File: src/dead_zone_view_follow_top_defines.svh
// Assertion macros for the dead-zone view follow block.
`ifndef DEAD_ZONE_VIEW_FOLLOW_TOP_DEFINES_SVH
`define DEAD_ZONE_VIEW_FOLLOW_TOP_DEFINES_SVH
// Implication checked at every clock edge outside reset.
`define DZ_ASSERT_IMP(label, clk, rst_n, a, b, msg) \
    label: assert property (@(posedge clk) disable iff (!rst_n) (a) |-> (b)) else $error(msg);
// Next-cycle implication checked outside reset.
`define DZ_ASSERT_NXT(label, clk, rst_n, a, b, msg) \
    label: assert property (@(posedge clk) disable iff (!rst_n) (a) |=> (b)) else $error(msg);
`endif

File: src/dzvf_pkg.sv
// Package with types and constants of the dead-zone view follow block.
`timescale 1ns / 1ps
`default_nettype none
package dzvf_pkg;
    localparam int CORDIC_STEPS_DEF = 16;
    localparam logic [29:0] KINV_Q30 = 30'd652032875;
    localparam logic [24:0] SPEED_BONUS = 25'd25600;
    localparam logic [23:0] SPEED_MAX = 24'hFFFFFF;
    localparam logic [23:0] DEF_SPEED_RST = 24'd192000;

    localparam logic [2:0] REG_ENABLE = 3'd0;
    localparam logic [2:0] REG_RADIUS = 3'd1;
    localparam logic [2:0] REG_OFF_X = 3'd2;
    localparam logic [2:0] REG_OFF_Y = 3'd3;
    localparam logic [2:0] REG_DEF_SPEED = 3'd4;

    localparam logic CMD_TICK = 1'b0;
    localparam logic CMD_SNAP = 1'b1;

    typedef struct packed {
        logic               command;
        logic               target_present;
        logic signed [31:0] target_x;
        logic signed [31:0] target_y;
        logic               speed_valid;
        logic [23:0]        max_speed;
        logic [15:0]        delta_time;
    } t_in_item;

    typedef struct packed {
        logic signed [31:0] center_x;
        logic signed [31:0] center_y;
        logic               chasing;
    } t_out_item;
endpackage
`default_nettype wire

File: src/dzvf_motion.sv
// Motion unit: one axis of center plus velocity times delta time, saturating.
`timescale 1ns / 1ps
`default_nettype none
module dzvf_motion import dzvf_pkg::*; (
    input  wire                i_clk,
    input  wire signed [31:0]  i_c,
    input  wire signed [24:0]  i_v,
    input  wire [15:0]         i_dt,
    output logic signed [31:0] o_c
);
    logic signed [41:0] r_prod;
    logic signed [31:0] r_c;
    logic signed [42:0] w_sum;

    // Stage one multiplies, stage two rounds, adds and saturates.
    always_ff @(posedge i_clk) begin
        r_prod <= i_v * $signed({1'b0, i_dt});
        r_c <= i_c;
    end
    assign w_sum = 43'(r_c) + 43'((r_prod + 42'sd2048) >>> 12);
    always_comb begin
        if (w_sum > 43'sd2147483647) o_c = 32'sh7FFFFFFF;
        else if (w_sum < -43'sd2147483648) o_c = 32'sh80000000;
        else o_c = w_sum[31:0];
    end
endmodule
`default_nettype wire

File: config.mk
export PLATFORM = sky130hd
export DESIGN_NAME = dzvf_motion
export DESIGN_NICKNAME = d
export VERILOG_FILES = /design/src/dead_zone_view_follow_top_defines.svh /design/src/dzvf_pkg.sv /design/src/dzvf_motion.sv
export SDC_FILE = /design/constraint.sdc
export NUM_CORES = 1
export LEC_CHECK = 0
export BUFFER_PORTS_ARGS = -buffer_cell sky130_fd_sc_hd__buf_2
export CORE_MARGIN = 3
export CORE_UTILIZATION = 65
export DETAILED_ROUTE_END_ITERATION = 10
export PLACE_DENSITY = 0.87
export SETUP_SLACK_MARGIN = 0.05
export SKIP_CTS_REPAIR_TIMING = 1
export SYNTH_ARGS = -nofsm -noshare
export SYNTH_HDL_FRONTEND = slang
export SYNTH_SLANG_ARGS = --single-unit
export TNS_END_PERCENT = 10
File: constraint.sdc
create_clock -name i_clk -period 7.4 [get_ports i_clk]
set_input_delay 0.74 -clock i_clk [delete_from_list [all_inputs] [get_ports i_clk]]
set_output_delay 0.74 -clock i_clk [all_outputs]
set_load 0.02 [all_outputs]
==> implementation parameters <==
Parameter                              Value

Hold path
  Worst hold path endpoint    r_c[30]
  Instance count along the most critical hold path    1
  Hold Path Origin    i_c[30]
  Hold WC Path Type    primary input to register

Global route
  Wire length of the first global-routing pass    ~73000 um
  GR Overflow Total    0
  Initial antenna violation count    0
  Overall routing resource usage    about a third
  Pin count of the biggest net entering global routing    27
  Number of global-route vias before repair    approximately 15000

Setup path
  Critical Path Max Stage Delay    roughly 560 ps
  Cell-by-cell trace of the critical path    buf_2 -> nand2_1 -> fa_1 -> fa_1 -> inv_1 -> fa_1 -> fa_1 -> fa_1 -> inv_1 -> fa_1 -> inv_1 -> ha_1 -> a21o_1 -> a211oi_1 -> nor3_1 -> o21ai_1 -> and2_1 -> o22ai_1 -> a211o_1 -> a21oi_1 -> xnor2_1
  Cell with the biggest individual delay on the critical path    sky130_fd_sc_hd__fa_1
  Crit path top cell by count    sky130_fd_sc_hd__fa_1
  Crit Path Class    primary input to register
  Worst Setup End Kind    register
  Worst-path maximum fanout    25
  Worst Path Required    7650 ps
  Data arrival time of the worst path    roughly 6900 ps
  Startpoint Class    primary input
  Crit. Startpoint    i_dt[3]

Yosys
  Post-synth EDFFs    0
  Number of library cell types mapped by synthesis    57
  Asr flop ratio synth    0%
  Syn Inst Count    1987
  Top cell type by total area after synthesis    sky130_fd_sc_hd__fa_1
  Cell area after technology mapping    around 18000 sq um
  Number of synthesized register bits    63
  Synthesis warning total    0
  Total nets after synthesis    2585
  Top cells by area, synth    sky130_fd_sc_hd__fa_1 (44%), sky130_fd_sc_hd__inv_1 (10%), sky130_fd_sc_hd__ha_1 (9.4%), sky130_fd_sc_hd__dfxtp_1 (7.1%), sky130_fd_sc_hd__nand2_1 (6.0%)
  Mean instance size in the synthesized netlist    between 8 and 9 sq um
  Area share of the leading cell type in the synthesized netlist    44.0%
  Most used flip-flop cell after synthesis    sky130_fd_sc_hd__dfxtp_1
  Proportion of synthesized chip area in sequential cells    ~7.1%

STA
  Fmax    150 MHz
  Finish-stage setup viols    0
  Post-route clock period utilization    around nine tenths
  Setup repair after global routing missed its margin    no
  Post-route minimum period    around 6700 ps
  Worst hold slack    a little over 500 ps
  Transition at the pin with the smallest max-transition slack    about 780 ps
  Worst slew margin relative to its limit    a little under half
  Final Hold Vio Count    0
  Setup Total Neg Slack    0 ps
  Max Slew Vio Count    0

Clock network
  Register clock-pin slew on the reported worst setup and hold paths    60 ps
  Clock Tree Buf Depth    2
  Number of clock sinks    63
  Number of H-tree branching levels    3
  Clock tree from TritonCTS    built
  Num CTS Buffers    9
  Clock root cell    sky130_fd_sc_hd__clkbuf_16

Routing
  Total length of routed wires    44300 um
  Final antenna-violating net count    0
  Iteration count of the initial detailed-routing pass    7
  Number of vias after detailed routing    13600
  DR iter-0 viols    1152
  Routed via count divided by cell count    approximately 5.7
  Avg WL per Cell    about 19 um
  Total DRC errors in the routed layout    0

Run
  Max-cap violations    0

Floorplan
  Vertical die dimension    approximately 170 um
  Starting density of the core    roughly 67%
  Count of boundary I/O pins    between 100 and 150
  Floorplan core area    around 26000 sq um
  Standard-cell rows    59
  Die footprint    29300 sq um
  Die width    171 um

Final layout
  Leading cell type in the layout, fill and taps excluded    sky130_fd_sc_hd__inv_1
  Antenna diodes    0
  Final Net Count    about 2600
  Core Util, Final    between 70% and 80%
  Filler Cell Count    around 1900
  Fraction of layout instances using a drive strength above 1    roughly 8%
  Synthesis-to-finish area growth    5.66%
  Most used cells in the layout excluding fill and tap cells    sky130_fd_sc_hd__inv_1 (473), sky130_fd_sc_hd__fa_1 (390), sky130_fd_sc_hd__nand2_1 (286)

Place
  Quantity of I/O buffers inserted on ports    about 110
  Final weighted congestion in routability-driven placement    0.978
  Hpwl dp    between 30000 and 40000 um

Status
  Result of the run    finished clean
==> per-stage QoR <==
stage | worst slack (ps) | instances | cell area (sq um)
finish | 716 | 2384 | 18800
global route | 423 | 2384 | 18800
CTS | 782 | 2384 | 18800
detailed placement | 444 | 2368 | 18500
global placement | 664 | 2368 | 18500
floorplan | 904 | 1987 | 17800
==> critical path: cells and delay by family <==
family	cells	cell delay (ps)
buffers and inverters	4	650
AND/OR/NAND/NOR	3	490
adder cells (fa/ha/maj)	7	3400
AO/OA/AOI/OAI	6	1510
XOR/XNOR	1	140
==> routing by layer <==
metal  global-route usage [%]  wire (um)  vias up
li1                         -          -     6045
met4                     9.76       1380        0
met3                     12.0       6000      130
met5                        0          0        -
met2                     50.2      20000      841
met1                     41.0      17000     6619
==> sequential cells by signal, indices dropped and copies added, names as in the netlist <==
name,cells
r_c,32
r_prod,31
==> logic make-up (layout without fill, tap and decap cells) <==
logic type	count (synthesis)	after routing	synth area share, %
AOI/OAI and AO/OA	202	202	7.77
xor gates and xnor gates	90	90	4.44
adders and majority gates	524	524	53.4
buffers and inverters	541	603	11.7
DFF	63	63	7.10
muxes	1	1	0.0564
and+or+nand+nor	566	566	15.5
==> how the worst max path moves through the flow <==
stage	end	cells past startpoint
after floorplan	r_prod[40]	24
after global placement	r_prod[41]	23
after detailed placement	r_prod[41]	23
after CTS	r_prod[40]	21
after global routing	r_prod[41]	23
final	r_prod[40]	21
==> synthesized netlist by cell type (20+ instances only) <==
| cell type | instances |
|---|---|
| sky130_fd_sc_hd__ha_1 | 134 |
| sky130_fd_sc_hd__nor2_1 | 31 |
| sky130_fd_sc_hd__a21oi_2 | 26 |
| sky130_fd_sc_hd__dfxtp_1 | 63 |
| sky130_fd_sc_hd__and2_1 | 161 |
| sky130_fd_sc_hd__xnor2_1 | 61 |
| sky130_fd_sc_hd__fa_1 | 390 |
| sky130_fd_sc_hd__a21oi_1 | 57 |
| sky130_fd_sc_hd__o21ai_0 | 23 |
| sky130_fd_sc_hd__a21o_1 | 20 |
| sky130_fd_sc_hd__clkbuf_1 | 60 |
| sky130_fd_sc_hd__xor2_1 | 29 |
| sky130_fd_sc_hd__nand2_1 | 286 |
| sky130_fd_sc_hd__inv_1 | 473 |
==> layout make-up <==
type,instances,area [sq um],area share (%)
clock inverter,7,73.8,0.394
tap,335,419,2.23
multi-input combinational,1383,14400,76.8
inverter,473,1780,9.47
timing repair buffer,114,593,3.16
sequential,63,1260,6.72
clock buffer,9,225,1.20
Power is not shown: default switching activity piles up to over one toggle a cycle in this logic, so the estimate is an artifact.
