<file path="src/dead_zone_view_follow_top_defines.svh">
// Assertion macros for the dead-zone view follow block.
`ifndef DEAD_ZONE_VIEW_FOLLOW_TOP_DEFINES_SVH
`define DEAD_ZONE_VIEW_FOLLOW_TOP_DEFINES_SVH
// Implication checked at every clock edge outside reset.
`define DZ_ASSERT_IMP(label, clk, rst_n, a, b, msg) \
    label: assert property (@(posedge clk) disable iff (!rst_n) (a) |-> (b)) else $error(msg);
// Next-cycle implication checked outside reset.
`define DZ_ASSERT_NXT(label, clk, rst_n, a, b, msg) \
    label: assert property (@(posedge clk) disable iff (!rst_n) (a) |=> (b)) else $error(msg);
`endif

</file>
<file path="src/dzvf_pkg.sv">
// Package with types and constants of the dead-zone view follow block.
`timescale 1ns / 1ps
`default_nettype none
package dzvf_pkg;
    localparam int CORDIC_STEPS_DEF = 16;
    localparam logic [29:0] KINV_Q30 = 30'd652032875;
    localparam logic [24:0] SPEED_BONUS = 25'd25600;
    localparam logic [23:0] SPEED_MAX = 24'hFFFFFF;
    localparam logic [23:0] DEF_SPEED_RST = 24'd192000;

    localparam logic [2:0] REG_ENABLE = 3'd0;
    localparam logic [2:0] REG_RADIUS = 3'd1;
    localparam logic [2:0] REG_OFF_X = 3'd2;
    localparam logic [2:0] REG_OFF_Y = 3'd3;
    localparam logic [2:0] REG_DEF_SPEED = 3'd4;

    localparam logic CMD_TICK = 1'b0;
    localparam logic CMD_SNAP = 1'b1;

    typedef struct packed {
        logic               command;
        logic               target_present;
        logic signed [31:0] target_x;
        logic signed [31:0] target_y;
        logic               speed_valid;
        logic [23:0]        max_speed;
        logic [15:0]        delta_time;
    } t_in_item;

    typedef struct packed {
        logic signed [31:0] center_x;
        logic signed [31:0] center_y;
        logic               chasing;
    } t_out_item;
endpackage
`default_nettype wire

</file>
<file path="src/dzvf_cordic.sv">
// Iterative CORDIC unit: vectoring then rotation, one micro-rotation a cycle.
`timescale 1ns / 1ps
`default_nettype none
module dzvf_cordic import dzvf_pkg::*; #(
    parameter int CORDIC_STEPS = CORDIC_STEPS_DEF
) (
    input  wire                i_clk,
    input  wire                i_rst_n,
    input  wire                i_start,
    input  wire signed [32:0]  i_dx,
    input  wire signed [32:0]  i_dy,
    input  wire [23:0]         i_speed,
    output logic               o_done,
    output logic signed [24:0] o_vx,
    output logic signed [24:0] o_vy
);
    localparam int CW = $clog2(CORDIC_STEPS + 1);
    // Vectoring words: |dx| up to 2^32, growth under 2x, one extra bit margin.
    localparam int VW = 36;
    localparam int RW = 48;

    typedef enum logic [4:0] {
        S_IDLE = 5'b00001, S_MUL = 5'b00010, S_VEC = 5'b00100,
        S_ROT = 5'b01000, S_FIN = 5'b10000
    } t_state;

    t_state r_state;
    logic [CW-1:0] r_cnt;
    logic [CORDIC_STEPS-1:0] r_dirs;
    logic signed [VW-1:0] r_x, r_y;
    logic signed [RW-1:0] r_rx, r_ry;
    logic r_neg;
    logic [23:0] r_speed;
    logic [53:0] r_prod;
    logic [$clog2(CORDIC_STEPS)-1:0] w_i;
    logic signed [VW-1:0] w_xs, w_ys;
    logic signed [RW-1:0] w_rxs, w_rys, w_fx, w_fy;

    assign w_i = r_cnt[$clog2(CORDIC_STEPS)-1:0];
    assign w_xs = r_x >>> w_i;
    assign w_ys = r_y >>> w_i;
    assign w_rxs = r_rx >>> w_i;
    assign w_rys = r_ry >>> w_i;
    assign w_fx = (r_rx + RW'(8192)) >>> 14;
    assign w_fy = (r_ry + RW'(8192)) >>> 14;

    function automatic logic signed [24:0] clampv(input logic signed [RW-1:0] v,
                                                  input logic neg);
        logic signed [24:0] c;
        if (v > $signed(RW'(SPEED_MAX))) c = 25'sd16777215;
        else if (v < -$signed(RW'(SPEED_MAX))) c = -25'sd16777215;
        else c = v[24:0];
        return neg ? -c : c;
    endfunction

    // Sequencer: vectoring sweep, multiply, rotation sweep, final rounding.
    always_ff @(posedge i_clk) begin
        o_done <= 1'b0;
        if (!i_rst_n) begin
            r_state <= S_IDLE;
            r_cnt <= '0;
        end else begin
            case (r_state)
                S_IDLE: begin
                    if (i_start) begin
                        r_neg <= i_dx < 0;
                        r_x <= (i_dx < 0) ? -VW'(i_dx) : VW'(i_dx);
                        r_y <= (i_dx < 0) ? -VW'(i_dy) : VW'(i_dy);
                        r_speed <= i_speed;
                        r_cnt <= '0;
                        r_state <= S_VEC;
                    end
                end
                S_VEC: begin
                    r_dirs[w_i] <= r_y >= 0;
                    if (r_y >= 0) begin
                        r_x <= r_x + w_ys;
                        r_y <= r_y - w_xs;
                    end else begin
                        r_x <= r_x - w_ys;
                        r_y <= r_y + w_xs;
                    end
                    if (r_cnt == CW'(CORDIC_STEPS - 1)) begin
                        r_prod <= r_speed * KINV_Q30;
                        r_state <= S_MUL;
                    end
                    r_cnt <= r_cnt + 1'b1;
                end
                S_MUL: begin
                    r_rx <= RW'(r_prod >> 16);
                    r_ry <= '0;
                    r_cnt <= '0;
                    r_state <= S_ROT;
                end
                S_ROT: begin
                    if (r_dirs[w_i]) begin
                        r_rx <= r_rx - w_rys;
                        r_ry <= r_ry + w_rxs;
                    end else begin
                        r_rx <= r_rx + w_rys;
                        r_ry <= r_ry - w_rxs;
                    end
                    if (r_cnt == CW'(CORDIC_STEPS - 1)) r_state <= S_FIN;
                    r_cnt <= r_cnt + 1'b1;
                end
                S_FIN: begin
                    o_vx <= clampv(w_fx, r_neg);
                    o_vy <= clampv(w_fy, r_neg);
                    o_done <= 1'b1;
                    r_state <= S_IDLE;
                end
                default: r_state <= S_IDLE;
            endcase
        end
    end
endmodule
`default_nettype wire

</file>
<file path="config.mk">
export PLATFORM = sky130hd
export DESIGN_NAME = dzvf_cordic
export DESIGN_NICKNAME = d
export VERILOG_FILES = /design/src/dead_zone_view_follow_top_defines.svh /design/src/dzvf_pkg.sv /design/src/dzvf_cordic.sv
export SDC_FILE = /design/constraint.sdc
export NUM_CORES = 2
export LEC_CHECK = 0
export ABC_AREA = 1
export BUFFER_PORTS_ARGS = -buffer_cell sky130_fd_sc_hd__buf_2
export CAP_MARGIN = 10
export CORE_MARGIN = 2
export CORE_UTILIZATION = 45
export CTS_CLUSTER_DIAMETER = 30
export DETAILED_ROUTE_END_ITERATION = 8
export GPL_TIMING_DRIVEN = 1
export PLACE_DENSITY_LB_ADDON = 0.05
export SLEW_MARGIN = 20
export SYNTH_ARGS = -nofsm -noshare
export SYNTH_HDL_FRONTEND = slang
export SYNTH_SLANG_ARGS = --single-unit
export TNS_END_PERCENT = 100
</file>
<file path="constraint.sdc">
create_clock -name i_clk -period 15.2 [get_ports i_clk]
set_clock_uncertainty 0.15 [all_clocks]
set_input_delay 0 -clock i_clk [delete_from_list [all_inputs] [get_ports i_clk]]
set_output_delay 0 -clock i_clk [all_outputs]
set_load 0.02 [all_outputs]
</file>
==> flow_metrics.tcl <==
set metrics [dict create \
    status "completed" \
    grt_overflow 0 \
    stdcell_count 9233 \
    p_per_area_nw_per_um2 198.4 \
    portBuffers 143 \
    die_height_um 340.5 \
    max_freq_mhz 128.4 \
    drive_gt1_share_pct 6.299 \
    async_reset_ff_share_pct 0 \
    start_kind "flip-flop" \
    rsz0062_at_grt "false" \
    synth_area_leaders "edfxtp_1 18%, nand2_1 13%, fa_1 12%" \
    p_leak_nw 27.69 \
    worstPathRequired_ns 15.50 \
    path_max_fanout 100 \
    grtUsageTotal_pct 30.59 \
    viasPerCell 5.323 \
    vdd_drop_max_v 0.0004713 \
    final_common_cell "nand2_1" \
    grt_pass1_vias 47630 \
    critical_path.most_common_cell "o21ai_0" \
    max_slew.worst_pin.slew_ns 1.049 \
    hold_start "i_start" \
    tns_ns 0 \
    placed_cells 8869 \
    numCtsBuffers 94 \
    crit_slowest_cell "dfxtp_4" \
    antenna_found_initial 3 \
    io_pins 144 \
    cts_htree_levels 3 \
    clk_pin_slew_ns 0.05 \
    power_switching_share_pct 51.04 \
    yosys_most_used_dff "edfxtp_1" \
    cap_violations 0 \
    setup_viol 0 \
    p_sw_mw 5.883 \
    place.gp.congestion 0.9792 \
    power_mw 11.53 \
    ys_seq_area_share_pct 17.94 \
    synth.mux.area_fraction_pct 2.601 \
    synthAdderAreaFrac_pct 22.46 \
    ys_ff_latch 308 \
    reg2reg_depth 28 \
    worstHoldPathCells 4 \
    period_minus_slack_ns 7.787 \
    final_max_slew_viol_count 0 \
    dp.final_hpwl_um 147100 \
    cts_root_buf "clkbuf_16" \
    cts_resized 0 \
    worst_setup_path_end_kind "flip-flop" \
    synthXorXnorAreaFrac_pct 5.327 \
    post_cts_buffers 0 \
    post_drt_wl_per_cell_um 19.37 \
    clock_path_buffers 3 \
    hold_violations 0 \
    syn_inst 7399 \
    r2r_slack_ns 7.41 \
    synth.distinct_cells 74 \
    min_period_over_period_pct 51.23 \
    reg2reg_to "r_rx[47]" \
    clk_latency_ns 0.71 \
    post-route-drc-count 0 \
    hold_class "input pin to flip-flop" \
    worstReg2RegStart "r_cnt[0]" \
    grt_max_degree 101 \
    core_sq_um 112300 \
    initialDrtViolationCount 3938 \
    synth.top_cell.area_share_pct 17.51 \
    synth_top_family_by_area "simple AND/OR/NAND/NOR gates" \
    crit_path_max_incr_delay_ns 0.81 \
    mostFrequentLayoutCells "1831 x nand2_1, 1146 x inv_1, 685 x nor2_1" \
    vias 49150 \
    dr.pass1.iters 6 \
    ys.warnings.count 0 \
    die_x_um 340.5 \
    crit_type "flip-flop to flip-flop" \
    fin_nets 8474 \
    rows 123 \
    clock_sinks 308 \
    synth_compound_area_share_pct 15.48 \
    synth-edff-count 297 \
    p_int_mw 5.643 \
    syn-cell-area_sq_um 50950 \
    wl_um 178800 \
    dieArea_sq_um 115900 \
    crit_arrival_ns 8.08 \
    cts_tree "done" \
    finish.utilization_pct 51.70 \
    synthSimpleGateAreaFrac_pct 25.51 \
    seq_power_share_pct 11.5 \
    synth.avg_cell_area_sq_um 6.886 \
    worst_slew_margin_rel_pct 29.31 \
    holdWs_ns 0.09934 \
    p_clk_share_pct 18.3 \
    combPwrFrac_pct 70.3 \
    grt_pass1_wl_um 275500 \
    initial_core_util_pct 45.35 \
    syn-num-nets 8221 \
    postCtsHoldBufs 187 \
    area_delta_synth_final_pct 14.00 \
    ant_nets 0 \
    holdPathEnd "r_state[4]" \
    yosysTopAreaCell "edfxtp_1" \
]
## final cells by class
type | instances | area, sq um
Sequential cell | 308 | 9154
Fill cell | 11510 | 54260
Clock inverter | 69 | 983.4
Antenna cell | 2 | 5.005
Timing Repair Buffer | 358 | 2818
Inverter | 1168 | 4395
Tap cell | 1500 | 1877
Multi-Input combinational cell | 5722 | 36420
Clock buffer | 106 | 2427
## kinds of logic (layout without fill, tap and decap cells)
logic type | after synthesis | after routing
AO/OA/AOI/OAI | 1435 | 1435
buffers and inverters | 1369 | 1701
flip-flops | 308 | 308
adder cells (fa/ha/maj) | 729 | 729
other | 0 | 2
AND/OR/NAND/NOR | 3117 | 3117
multiplexers | 132 | 132
XOR/XNOR | 309 | 309
## synthesized netlist by cell type, types with 12 or more instances
| cell type | number |
|---|---|
| o21ai_0 | 576 |
| clkbuf_1 | 78 |
| inv_1 | 1148 |
| a21boi_0 | 22 |
| o221ai_1 | 17 |
| or2_2 | 34 |
| o21a_1 | 44 |
| mux2i_1 | 131 |
| a21oi_1 | 451 |
| edfxtp_1 | 297 |
| inv_2 | 12 |
| fa_1 | 309 |
| nand3b_1 | 21 |
| nor4_1 | 14 |
| nor3_1 | 74 |
| o22ai_1 | 12 |
| xor2_1 | 189 |
| buf_2 | 57 |
| o21ai_1 | 125 |
| o211ai_1 | 45 |
| ha_1 | 420 |
| nand3_1 | 274 |
| buf_4 | 18 |
| a21o_1 | 15 |
| a31oi_1 | 63 |
| nand2_1 | 1831 |
| nor2_2 | 31 |
| nand2_2 | 17 |
| nand4_1 | 58 |
| xnor2_1 | 119 |
| nand2_4 | 15 |
| buf_6 | 20 |
| nor2_1 | 690 |
| buf_1 | 27 |
## flip-flops by register name, summed over array words and instances, names as in the netlist
| name | count |
|---|---|
| o_done | 1 |
| o_vx | 25 |
| o_vy | 25 |
| r_cnt | 5 |
| r_dirs | 16 |
| r_neg | 1 |
| r_prod | 38 |
| r_rx | 48 |
| r_ry | 48 |
| r_speed | 24 |
| r_state | 5 |
| r_x | 36 |
| r_y | 36 |
## how the worst max path moves through the flow
| stage | from | to | slack (ns) | cells past startpoint |
|---|---|---|---|---|
| final | r_cnt[0] | r_rx[47] | 7.41 | 28 |
| after global routing | r_cnt[0] | r_rx[46] | 6.52 | 31 |
| after CTS | r_cnt[0] | r_rx[47] | 7.58 | 28 |
| after detailed placement | r_cnt[0] | r_rx[47] | 7.60 | 28 |
| after global placement | r_cnt[0] | r_rx[47] | 7.69 | 28 |
| after floorplan | r_speed[13] | r_prod[53] | 8.70 | 26 |
## critical path, delay by kind of cell, from the launching register on
family                     cells  cell delay (ns)
AOI/OAI and AO/OA             11             2.88
xor gates and xnor gates       1             0.16
adders and majority gates      2             0.60
buffers and inverters          4             1.61
DFF                            1             0.81
and+or+nand+nor               10             1.25
## metrics by stage
step / setup WS [ns] / area, sq um
floorplan: 8.702 / 50950
global placement: 7.692 / 52770
detailed placement: 7.604 / 52790
CTS: 7.576 / 58080
global route: 6.516 / 58080
finish: 7.413 / 58080
## layer usage
layer / up-vias / wire length, um / global-route usage (%)
li1: 24670 / - / -
met1: 22860 / 81100 / 41.49
met2: 1381 / 81470 / 50.09
met3: 245 / 10200 / 4.155
met4: 0 / 6083 / 10.32
met5: - / 0 / 0
## power groups by stage
stage | logic (mW) | registers, mW | clock network, mW
floorplan | 5.68 | 1.33 | 0
global placement | 8.06 | 1.34 | 0
detailed placement | 8.02 | 1.34 | 0
CTS | 8.12 | 1.32 | 2.14
global route | 9.12 | 1.33 | 2.19
finish | 8.10 | 1.32 | 2.10
Note: power is estimated with default switching activity, not from simulation.
